$ cat config.mk
export PLATFORM = sky130hd
export DESIGN_NAME = double_ended_queue
export DESIGN_NICKNAME = d
export VERILOG_FILES = /design/src/rtl/dq_pkg.sv /design/src/rtl/dq_ctrl.sv /design/src/rtl/dq_datapath.sv /design/src/rtl/double_ended_queue.sv
export VERILOG_INCLUDE_DIRS = /design/src /design/src/rtl
export SDC_FILE = /design/constraint.sdc
export NUM_CORES = 2
export LEC_CHECK = 0
export CORE_MARGIN = 3
export CORE_UTILIZATION = 26
export CTS_CLUSTER_DIAMETER = 50
export CTS_CLUSTER_SIZE = 10
export DETAILED_ROUTE_END_ITERATION = 6
export DONT_BUFFER_PORTS = 1
export PLACE_DENSITY_LB_ADDON = 0.25
export SLEW_MARGIN = 25
export SYNTH_ARGS = -nofsm -noshare
export SYNTH_HDL_FRONTEND = slang
export SYNTH_HIERARCHICAL = 1
export SYNTH_SLANG_ARGS = --single-unit
$ cat constraint.sdc
create_clock -name clock -period 8.7 [get_ports clock]
set_input_delay 0 -clock clock [delete_from_list [all_inputs] [get_ports clock]]
set_output_delay 0 -clock clock [all_outputs]
set_load 0.005 [all_outputs]
$ cat src/rtl/double_ended_queue_macros.svh
// Assertion macros used by the double-ended queue top level.
// Needs nothing else; included by the top level, the only file that carries assertions.
`ifndef DOUBLE_ENDED_QUEUE_MACROS_SVH
`define DOUBLE_ENDED_QUEUE_MACROS_SVH

// Same-cycle implication, disabled while reset is high.
`define DQ_ASSERT_NOW(label, clk, rst, ante, cons, msg) \
   label: assert property (@(posedge clk) disable iff (rst) (ante) |-> (cons)) else $error(msg);

// Next-cycle implication, disabled while reset is high.
`define DQ_ASSERT_NEXT(label, clk, rst, ante, cons, msg) \
   label: assert property (@(posedge clk) disable iff (rst) (ante) |=> (cons)) else $error(msg);

`endif

$ cat src/rtl/dq_pkg.sv
// Shared types and codes of the double-ended queue.
// Used by the controller, the datapath and the top level.
package dq_pkg;

   localparam logic [2:0] OP_PUSH_FRONT = 3'd0;
   localparam logic [2:0] OP_PUSH_BACK  = 3'd1;
   localparam logic [2:0] OP_POP_FRONT  = 3'd2;
   localparam logic [2:0] OP_POP_BACK   = 3'd3;
   localparam logic [2:0] OP_DUMP       = 3'd4;

   localparam logic [1:0] STATUS_OK    = 2'd0;
   localparam logic [1:0] STATUS_EMPTY = 2'd1;
   localparam logic [1:0] STATUS_FULL  = 2'd2;

   typedef struct packed {
      logic [2:0]         op;
      logic signed [31:0] value;
   } req_type;

   typedef struct packed {
      logic [1:0]         status;
      logic signed [31:0] data;
      logic               last;
   } rsp_type;

   typedef struct packed {
      logic       push_front;
      logic       push_back;
      logic       pop_front;
      logic       pop_back;
      logic       dump_start;
      logic       dump_step;
      logic       load_direct;
      logic [1:0] direct_status;
      logic       load_mem;
      logic       mem_last;
   } cmd_type;

   typedef struct packed {
      logic empty;
      logic full;
      logic out_free;
      logic dump_last;
   } dp_status_type;

endpackage

$ cat src/rtl/dq_ctrl.sv
// Controller of the double-ended queue: decodes each request and sequences
// pops and dumps. Depends on dq_pkg.
module dq_ctrl (
   input  logic                  clock,
   input  logic                  reset,
   input  logic                  req_valid,
   input  logic [2:0]            req_op,
   input  dq_pkg::dp_status_type status,
   output logic                  req_stall,
   output dq_pkg::cmd_type       cmd
);
   import dq_pkg::*;

   typedef enum logic [2:0] {
      ST_IDLE = 3'b001,
      ST_POP  = 3'b010,
      ST_DUMP = 3'b100
   } state_type;

   state_type state_ff;
   state_type state_in;
   logic      accept;

   assign req_stall = !((state_ff == ST_IDLE) && status.out_free);
   assign accept    = req_valid && !req_stall;

   always_comb begin
      cmd      = '0;
      state_in = state_ff;
      unique case (state_ff)
         ST_IDLE: begin
            if (accept) begin
               unique case (req_op) inside
                  OP_PUSH_FRONT, OP_PUSH_BACK: begin
                     cmd.load_direct = 1'b1;
                     if (status.full) begin
                        cmd.direct_status = STATUS_FULL;
                     end else begin
                        cmd.direct_status = STATUS_OK;
                        cmd.push_front    = (req_op == OP_PUSH_FRONT);
                        cmd.push_back     = (req_op == OP_PUSH_BACK);
                     end
                  end
                  OP_POP_FRONT, OP_POP_BACK: begin
                     if (status.empty) begin
                        cmd.load_direct   = 1'b1;
                        cmd.direct_status = STATUS_EMPTY;
                     end else begin
                        cmd.pop_front = (req_op == OP_POP_FRONT);
                        cmd.pop_back  = (req_op == OP_POP_BACK);
                        state_in      = ST_POP;
                     end
                  end
                  OP_DUMP: begin
                     if (status.empty) begin
                        cmd.load_direct   = 1'b1;
                        cmd.direct_status = STATUS_EMPTY;
                     end else begin
                        cmd.dump_start = 1'b1;
                        state_in       = ST_DUMP;
                     end
                  end
                  default: begin
                  end
               endcase
            end
         end
         ST_POP: begin
            cmd.load_mem = 1'b1;
            cmd.mem_last = 1'b1;
            state_in     = ST_IDLE;
         end
         ST_DUMP: begin
            if (status.out_free) begin
               cmd.load_mem = 1'b1;
               cmd.mem_last = status.dump_last;
               if (status.dump_last) begin
                  state_in = ST_IDLE;
               end else begin
                  cmd.dump_step = 1'b1;
               end
            end
         end
         default: begin
            state_in = ST_IDLE;
         end
      endcase
   end

   always_ff @(posedge clock) begin
      if (reset) begin
         state_ff <= ST_IDLE;
      end else begin
         state_ff <= state_in;
      end
   end

endmodule

$ cat src/rtl/dq_datapath.sv
// Datapath of the double-ended queue: element memory, front pointer, fill
// count, dump walker and result register. Depends on dq_pkg.
module dq_datapath #(
   parameter int CAPACITY = 64
) (
   input  logic                  clock,
   input  logic                  reset,
   input  dq_pkg::cmd_type       cmd,
   input  logic signed [31:0]    req_value,
   input  logic                  rsp_stall,
   output dq_pkg::dp_status_type status,
   output logic                  rsp_valid,
   output dq_pkg::rsp_type       rsp_item
);
   import dq_pkg::*;

   localparam int AW = $clog2(CAPACITY);
   localparam int CW = $clog2(CAPACITY + 1);
   localparam logic [AW-1:0] LAST_SLOT = AW'(CAPACITY - 1);
   localparam logic [AW:0]   CAP_SUM   = (AW + 1)'(CAPACITY);
   localparam logic [CW-1:0] CAP_COUNT = CW'(CAPACITY);
   localparam logic [CW-1:0] ONE_COUNT = CW'(1);

   function automatic logic [AW-1:0] wrap_inc(input logic [AW-1:0] a);
      wrap_inc = (a == LAST_SLOT) ? '0 : a + AW'(1);
   endfunction

   function automatic logic [AW-1:0] wrap_dec(input logic [AW-1:0] a);
      wrap_dec = (a == '0) ? LAST_SLOT : a - AW'(1);
   endfunction

   function automatic logic [AW-1:0] wrap_sum(input logic [AW:0] s);
      logic [AW:0] r;
      r = (s >= CAP_SUM) ? s - CAP_SUM : s;
      wrap_sum = r[AW-1:0];
   endfunction

   logic signed [31:0] mem [CAPACITY];
   logic signed [31:0] mem_q_ff;

   logic [AW-1:0] front_ff, front_in;
   logic [CW-1:0] count_ff, count_in;
   logic [AW-1:0] walk_ff, walk_in;
   logic [CW-1:0] dump_left_ff, dump_left_in;
   logic          rsp_valid_ff, rsp_valid_in;
   rsp_type       rsp_ff, rsp_in;

   logic [AW:0]   tail_sum;
   logic [AW-1:0] back_slot;
   logic [AW-1:0] last_slot;
   logic [AW-1:0] front_dec;
   logic          wr_en;
   logic [AW-1:0] wr_addr;
   logic          rd_en;
   logic [AW-1:0] rd_addr;

   assign tail_sum  = {1'b0, front_ff} + (AW + 1)'(count_ff);
   assign back_slot = wrap_sum(tail_sum);
   assign last_slot = wrap_sum(tail_sum - (AW + 1)'(1));
   assign front_dec = wrap_dec(front_ff);

   assign status.empty     = (count_ff == '0);
   assign status.full      = (count_ff >= CAP_COUNT);
   assign status.out_free  = !rsp_valid_ff || !rsp_stall;
   assign status.dump_last = (dump_left_ff == ONE_COUNT);

   assign wr_en   = cmd.push_front || cmd.push_back;
   assign wr_addr = cmd.push_front ? front_dec : back_slot;
   assign rd_en   = cmd.pop_front || cmd.pop_back || cmd.dump_start || cmd.dump_step;

   always_comb begin
      if (cmd.pop_back) begin
         rd_addr = last_slot;
      end else if (cmd.dump_step) begin
         rd_addr = walk_ff;
      end else begin
         rd_addr = front_ff;
      end
   end

   always_comb begin
      front_in     = front_ff;
      count_in     = count_ff;
      walk_in      = walk_ff;
      dump_left_in = dump_left_ff;
      if (cmd.push_front) begin
         front_in = front_dec;
         count_in = count_ff + ONE_COUNT;
      end
      if (cmd.push_back) begin
         count_in = count_ff + ONE_COUNT;
      end
      if (cmd.pop_front) begin
         front_in = wrap_inc(front_ff);
         count_in = count_ff - ONE_COUNT;
      end
      if (cmd.pop_back) begin
         count_in = count_ff - ONE_COUNT;
      end
      if (cmd.dump_start) begin
         walk_in      = wrap_inc(front_ff);
         dump_left_in = count_ff;
      end
      if (cmd.dump_step) begin
         walk_in      = wrap_inc(walk_ff);
         dump_left_in = dump_left_ff - ONE_COUNT;
      end
   end

   always_comb begin
      rsp_in       = rsp_ff;
      rsp_valid_in = rsp_valid_ff && rsp_stall;
      if (cmd.load_direct) begin
         rsp_in.status = cmd.direct_status;
         rsp_in.data   = '0;
         rsp_in.last   = 1'b1;
         rsp_valid_in  = 1'b1;
      end else if (cmd.load_mem) begin
         rsp_in.status = STATUS_OK;
         rsp_in.data   = mem_q_ff;
         rsp_in.last   = cmd.mem_last;
         rsp_valid_in  = 1'b1;
      end
   end

   always_ff @(posedge clock) begin
      if (wr_en) begin
         mem[wr_addr] <= req_value;
      end
      if (rd_en) begin
         mem_q_ff <= mem[rd_addr];
      end
   end

   always_ff @(posedge clock) begin
      if (reset) begin
         front_ff     <= '0;
         count_ff     <= '0;
         dump_left_ff <= '0;
         rsp_valid_ff <= 1'b0;
      end else begin
         front_ff     <= front_in;
         count_ff     <= count_in;
         dump_left_ff <= dump_left_in;
         rsp_valid_ff <= rsp_valid_in;
      end
   end

   always_ff @(posedge clock) begin
      walk_ff <= walk_in;
      rsp_ff  <= rsp_in;
   end

   assign rsp_valid = rsp_valid_ff;
   assign rsp_item  = rsp_ff;

endmodule

$ cat src/rtl/double_ended_queue.sv
// Top level of the double-ended queue: controller, datapath and checks.
// Depends on dq_pkg, dq_ctrl, dq_datapath and double_ended_queue_macros.svh.
// A push, a pop on an empty queue and a dump of an empty queue each give one
// result straight from the output register; a pop reads the element memory
// through its one registered read port before loading the output register; a
// dump of n elements streams one element per cycle through that same port
// while the output register is not stalled, front to back, with last set on
// the final element. A new request is taken once the controller is idle and
// the output register is empty or its transfer completes in that cycle. A push
// into a full queue is dropped with full status; the store is not cleared at
// reset, so no clearing pass is needed and the block is ready once reset falls.
`include "double_ended_queue_macros.svh"

module double_ended_queue #(
   parameter int CAPACITY = 64
) (
   input  logic            clock,
   input  logic            reset,
   input  logic            req_valid,
   output logic            req_stall,
   input  dq_pkg::req_type req_item,
   output logic            rsp_valid,
   input  logic            rsp_stall,
   output dq_pkg::rsp_type rsp_item
);
   import dq_pkg::*;

   cmd_type       cmd;
   dp_status_type status;
   logic          req_transfer;

   assign req_transfer = req_valid && !req_stall;

   dq_ctrl u_ctrl (
      .clock     (clock),
      .reset     (reset),
      .req_valid (req_valid),
      .req_op    (req_item.op),
      .status    (status),
      .req_stall (req_stall),
      .cmd       (cmd)
   );

   dq_datapath #(
      .CAPACITY (CAPACITY)
   ) u_datapath (
      .clock     (clock),
      .reset     (reset),
      .cmd       (cmd),
      .req_value (req_item.value),
      .rsp_stall (rsp_stall),
      .status    (status),
      .rsp_valid (rsp_valid),
      .rsp_item  (rsp_item)
   );

   `DQ_ASSERT_NOW(a_load_needs_free, clock, reset, cmd.load_direct || cmd.load_mem, status.out_free, "result loaded over a pending transfer")
   `DQ_ASSERT_NEXT(a_full_push_dropped, clock, reset, req_transfer && status.full && (req_item.op == OP_PUSH_FRONT || req_item.op == OP_PUSH_BACK), status.full && rsp_valid && rsp_item.status == STATUS_FULL, "push into a full queue was not dropped")
   `DQ_ASSERT_NEXT(a_empty_pop_status, clock, reset, req_transfer && status.empty && (req_item.op == OP_POP_FRONT || req_item.op == OP_POP_BACK), rsp_valid && rsp_item.status == STATUS_EMPTY && rsp_item.last, "pop on an empty queue did not report empty")

endmodule

==> run summary <==
status: finished, final reports clean
fmax: 153 MHz
Sequential Power Share: 0.498
max incr delay on CP: 0.93 ns
initial antenna violation count: 24
Reg2Reg Depth: 13
HP Start: rsp_stall
Slew Viols, Final: 0
Main synth FF type: edfxtp_1
mapped cell area: 84,400 um^2
setup tns final: 0 ns
CP delay by family, top: compound AO/OA/AOI/OAI gates
Num CTS Buffers: 269
RSZ-0062 raised after global routing: no
Net Sw Frac: 0.226
slew margin rel.: 0.269
hpwl dp: 137,000 um
first-pass GRT wire length: 374,000 um
clk sinks: 2,145
WL per Instance: 27.7 um
area grow syn2layout: 17.4%
Hold EP: u_datapath/rsp_valid
Internal: 17.7 mW
total number of vias: 47,926
register area share after synthesis: 0.757
WS Path Type: reg2reg
Worst Tran Pin Value: 1.09 ns
clock skew: 0.0671 ns
Final Hold Vio Count: 0
Async SR Flop Fraction: 0
post-synth top area cell: edfxtp_1
Synth cell types: 71
placed insts: 9,135
min-delay worst type: in2reg
router iterations before antenna repair: 5
CTS tree: done
DR iter-0 viols: 5,407
worst slack, placed: 2.20 ns
nets: 5,235
antenna viol nets, final: 0
clock transition at the registers of the reported paths: 0.05 ns
FILL cells: 31,370
Setup Buffers After CTS: 0
syn_area_per_cell: 16.8 um^2
max-cap violations: 0
crit end category: register
Die Span Y: 576 um
CTS Root Cell: clkbuf_16
CP Cell Sequence: ha_1, fa_1, inv_1, ha_2, nand2_1, o21ai_4, buf_4, nor2_4, buf_12, a221o_1, o21ai_0, o22a_1, and3_1
remaining global-route overflow: 0
Crit-path slowest cell: ha_2
endpoints failing setup: 0
Post-synth EDFFs: 2,088
die area: 331,000 um^2
crit share post-route: 0.750
Post-CTS Hold Fix Bufs: 78
Synth Area in Simple Gates: 0.0703
H-tree depth: 5
mux contribution to synthesized area: 0.0957
Synth top area share: 0.743
P_leak: 30.5 nW
Synth Area in Compound Gates: 0.0550
P per Cell Area: 231 nW/um^2
CP startpoint kind: register
synth warn: 6
width of the die: 576 um
drt total wl: 266,000 um
r2r setup slk: 2.17 ns
Site Rows: 208
largest family of logic cells by synthesized area: multiplexers
Max Root-Sink Buffers: 4
Tmin final: 6.53 ns
non-filler instance count after layout: 9,599
XOR/XNOR Fraction of Synth Area: 0.00182
r2r endpoint: u_datapath/mem_q_ff[23]
Vias/cell: 4.99
Reg2Reg Launch Point: u_datapath/front_ff[0]
Sw Pwr: 5.18 mW
Clock Latency Late Sink: 0.85 ns
layout cell share with drive strength beyond 1: 0.152
io pins: 76
starting density of the core: 0.262
synth top area cells: edfxtp_1 74%, mux4_2 6.4%, mux2i_1 3.1%
critical path fanouts, max: 95
CP Depth: 13
core area: 322,000 um^2
CP arrival: 7.24 ns
Post-Synth Adder-Cell Area: 0.00246
Post-Syn Instances: 5,030
vias in the first global route: 47,159
gr usage total: 0.156
Port Buffers: 0
routability cong.: 0.760
final worst slack: 2.17 ns
DR DRC count: 0
buffers and inverters on the worst path: 3
Peak VDD IR: 0.142 mV
Gate power share: 0.066
Worst Hold Path Cells: 3
Mapped Nets: 5,085
worst endpoint required time: 9.42 ns
largest net degree at the start of global routing: 126
clock power share: 0.436
Yosys reg bits: 2,145
post-cts resize count: 0
-- sequential cells by signal, indices dropped and copies added, names as in the netlist, 3 cells and up --
name                     count
u_ctrl/state_ff              3
u_datapath/count_ff          7
u_datapath/dump_left_ff      7
u_datapath/front_ff          6
u_datapath/mem            2048
u_datapath/mem_q_ff         32
u_datapath/rsp_item         35
u_datapath/walk_ff           6
-- metal layers --
metal / global-route usage / routed length [um]
met1: 0.225 / 120000
met3: 0.0236 / 16500
met4: 0.0447 / 7070
met2: 0.244 / 122000
met5: 0 / 41
-- kinds of logic after synthesis --
| logic type | after synthesis |
|---|---|
| fa+ha+maj | 16 |
| mux | 507 |
| flops | 2145 |
| xor+xnor | 16 |
| buf+inv | 345 |
| simple gates | 1342 |
| compound gates | 659 |
-- power by group through the flow --
stage	Combinational [mW]	Sequential (mW)	Clock, mW
CTS	1.53	11.4	10.2
detailed placement	1.30	11.6	0
finish	1.51	11.4	9.98
global route	1.62	11.4	10.6
floorplan	0.811	11.6	0
global placement	1.29	11.6	0
-- cells in the final DEF (no fill, tap or decap), types with 12 or more instances in the layout --
master and instances:
o2111ai_1 66, clkbuf_1 50, buf_4 110, nor2_4 69
nor3_1 16, clkbuf_16 276, inv_1 19, buf_16 32
nand2_1 647, buf_12 16, a31oi_1 58, and3_1 81
mux4_2 238, nand4_1 13, o21ai_0 104, ha_1 14
nand3_1 373, a22oi_1 47, diode_2 18, a32oi_1 30
a221o_1 21, a221oi_1 83, a21o_1 15, a21oi_1 109
o22a_1 12, mux2i_1 263, o22ai_1 36, dlygate4sd3_1 46
nor2_1 92, dfxtp_1 57, edfxtp_1 2088
-- final cells by class --
cell class / instances / area [um^2] / share of cell area
flip-flops and latches: 2145 / 63800 / 0.645
inverters: 19 / 71.3 / 0.000720
diodes: 18 / 45.0 / 0.000455
well taps: 4305 / 5390 / 0.0544
multi-input cells: 2540 / 19600 / 0.198
clock inverters: 41 / 468 / 0.00473
clock buffers: 326 / 7090 / 0.0716
repair buffers: 205 / 2490 / 0.0252
-- worst min-delay path, cell delays in order --
cell,delay (ns)
dlygate4sd3_1,0.54
nand2_1,0.22
a21oi_1,0.10
-- metrics by stage --
stage          power [mW]   util  hold WS (ns)  area (um^2)
2_1_floorplan        12.4      -        0.0691        84400
6_report             22.9  0.308         0.123        99000
3_5_place_dp         12.9  0.280        0.0757        90100
5_1_grt              23.7  0.308         0.136        99000
3_3_place_gp         12.9  0.280        0.0747        90100
4_1_cts              23.2  0.307        0.0421        99000
-- Yosys cell counts (9+ instances only) --
library cell,n
a22oi_1,47
o311ai_0,12
o22a_1,12
buf_1,33
mux4_2,238
inv_1,19
and3_1,81
buf_4,15
nor3_1,18
a21o_1,15
nand3_1,373
a221o_1,21
a211oi_1,9
ha_1,15
edfxtp_1,2088
dfxtp_1,57
nand2_1,648
o21ai_0,104
a31oi_1,58
buf_2,119
o22ai_1,36
a21oi_1,111
mux2i_1,264
o2111ai_1,66
a32oi_1,30
nor2_1,162
a221oi_1,83
clkbuf_1,157
nand4_1,13
-- worst max-delay path by stage --
stage | start | to | slack [ns]
finish | u_datapath/front_ff[0] | u_datapath/mem_q_ff[23] | 2.17
global route | u_datapath/front_ff[0] | u_datapath/mem_q_ff[23] | 1.75
CTS | u_datapath/front_ff[0] | u_datapath/mem_q_ff[23] | 2.21
detailed placement | u_datapath/front_ff[0] | u_datapath/mem_q_ff[23] | 2.20
global placement | u_datapath/front_ff[0] | u_datapath/mem_q_ff[23] | 2.23
floorplan | u_datapath/count_ff[0] | u_datapath/mem_q_ff[11] | 4.54
Note: power is estimated with default switching activity, not from simulation.
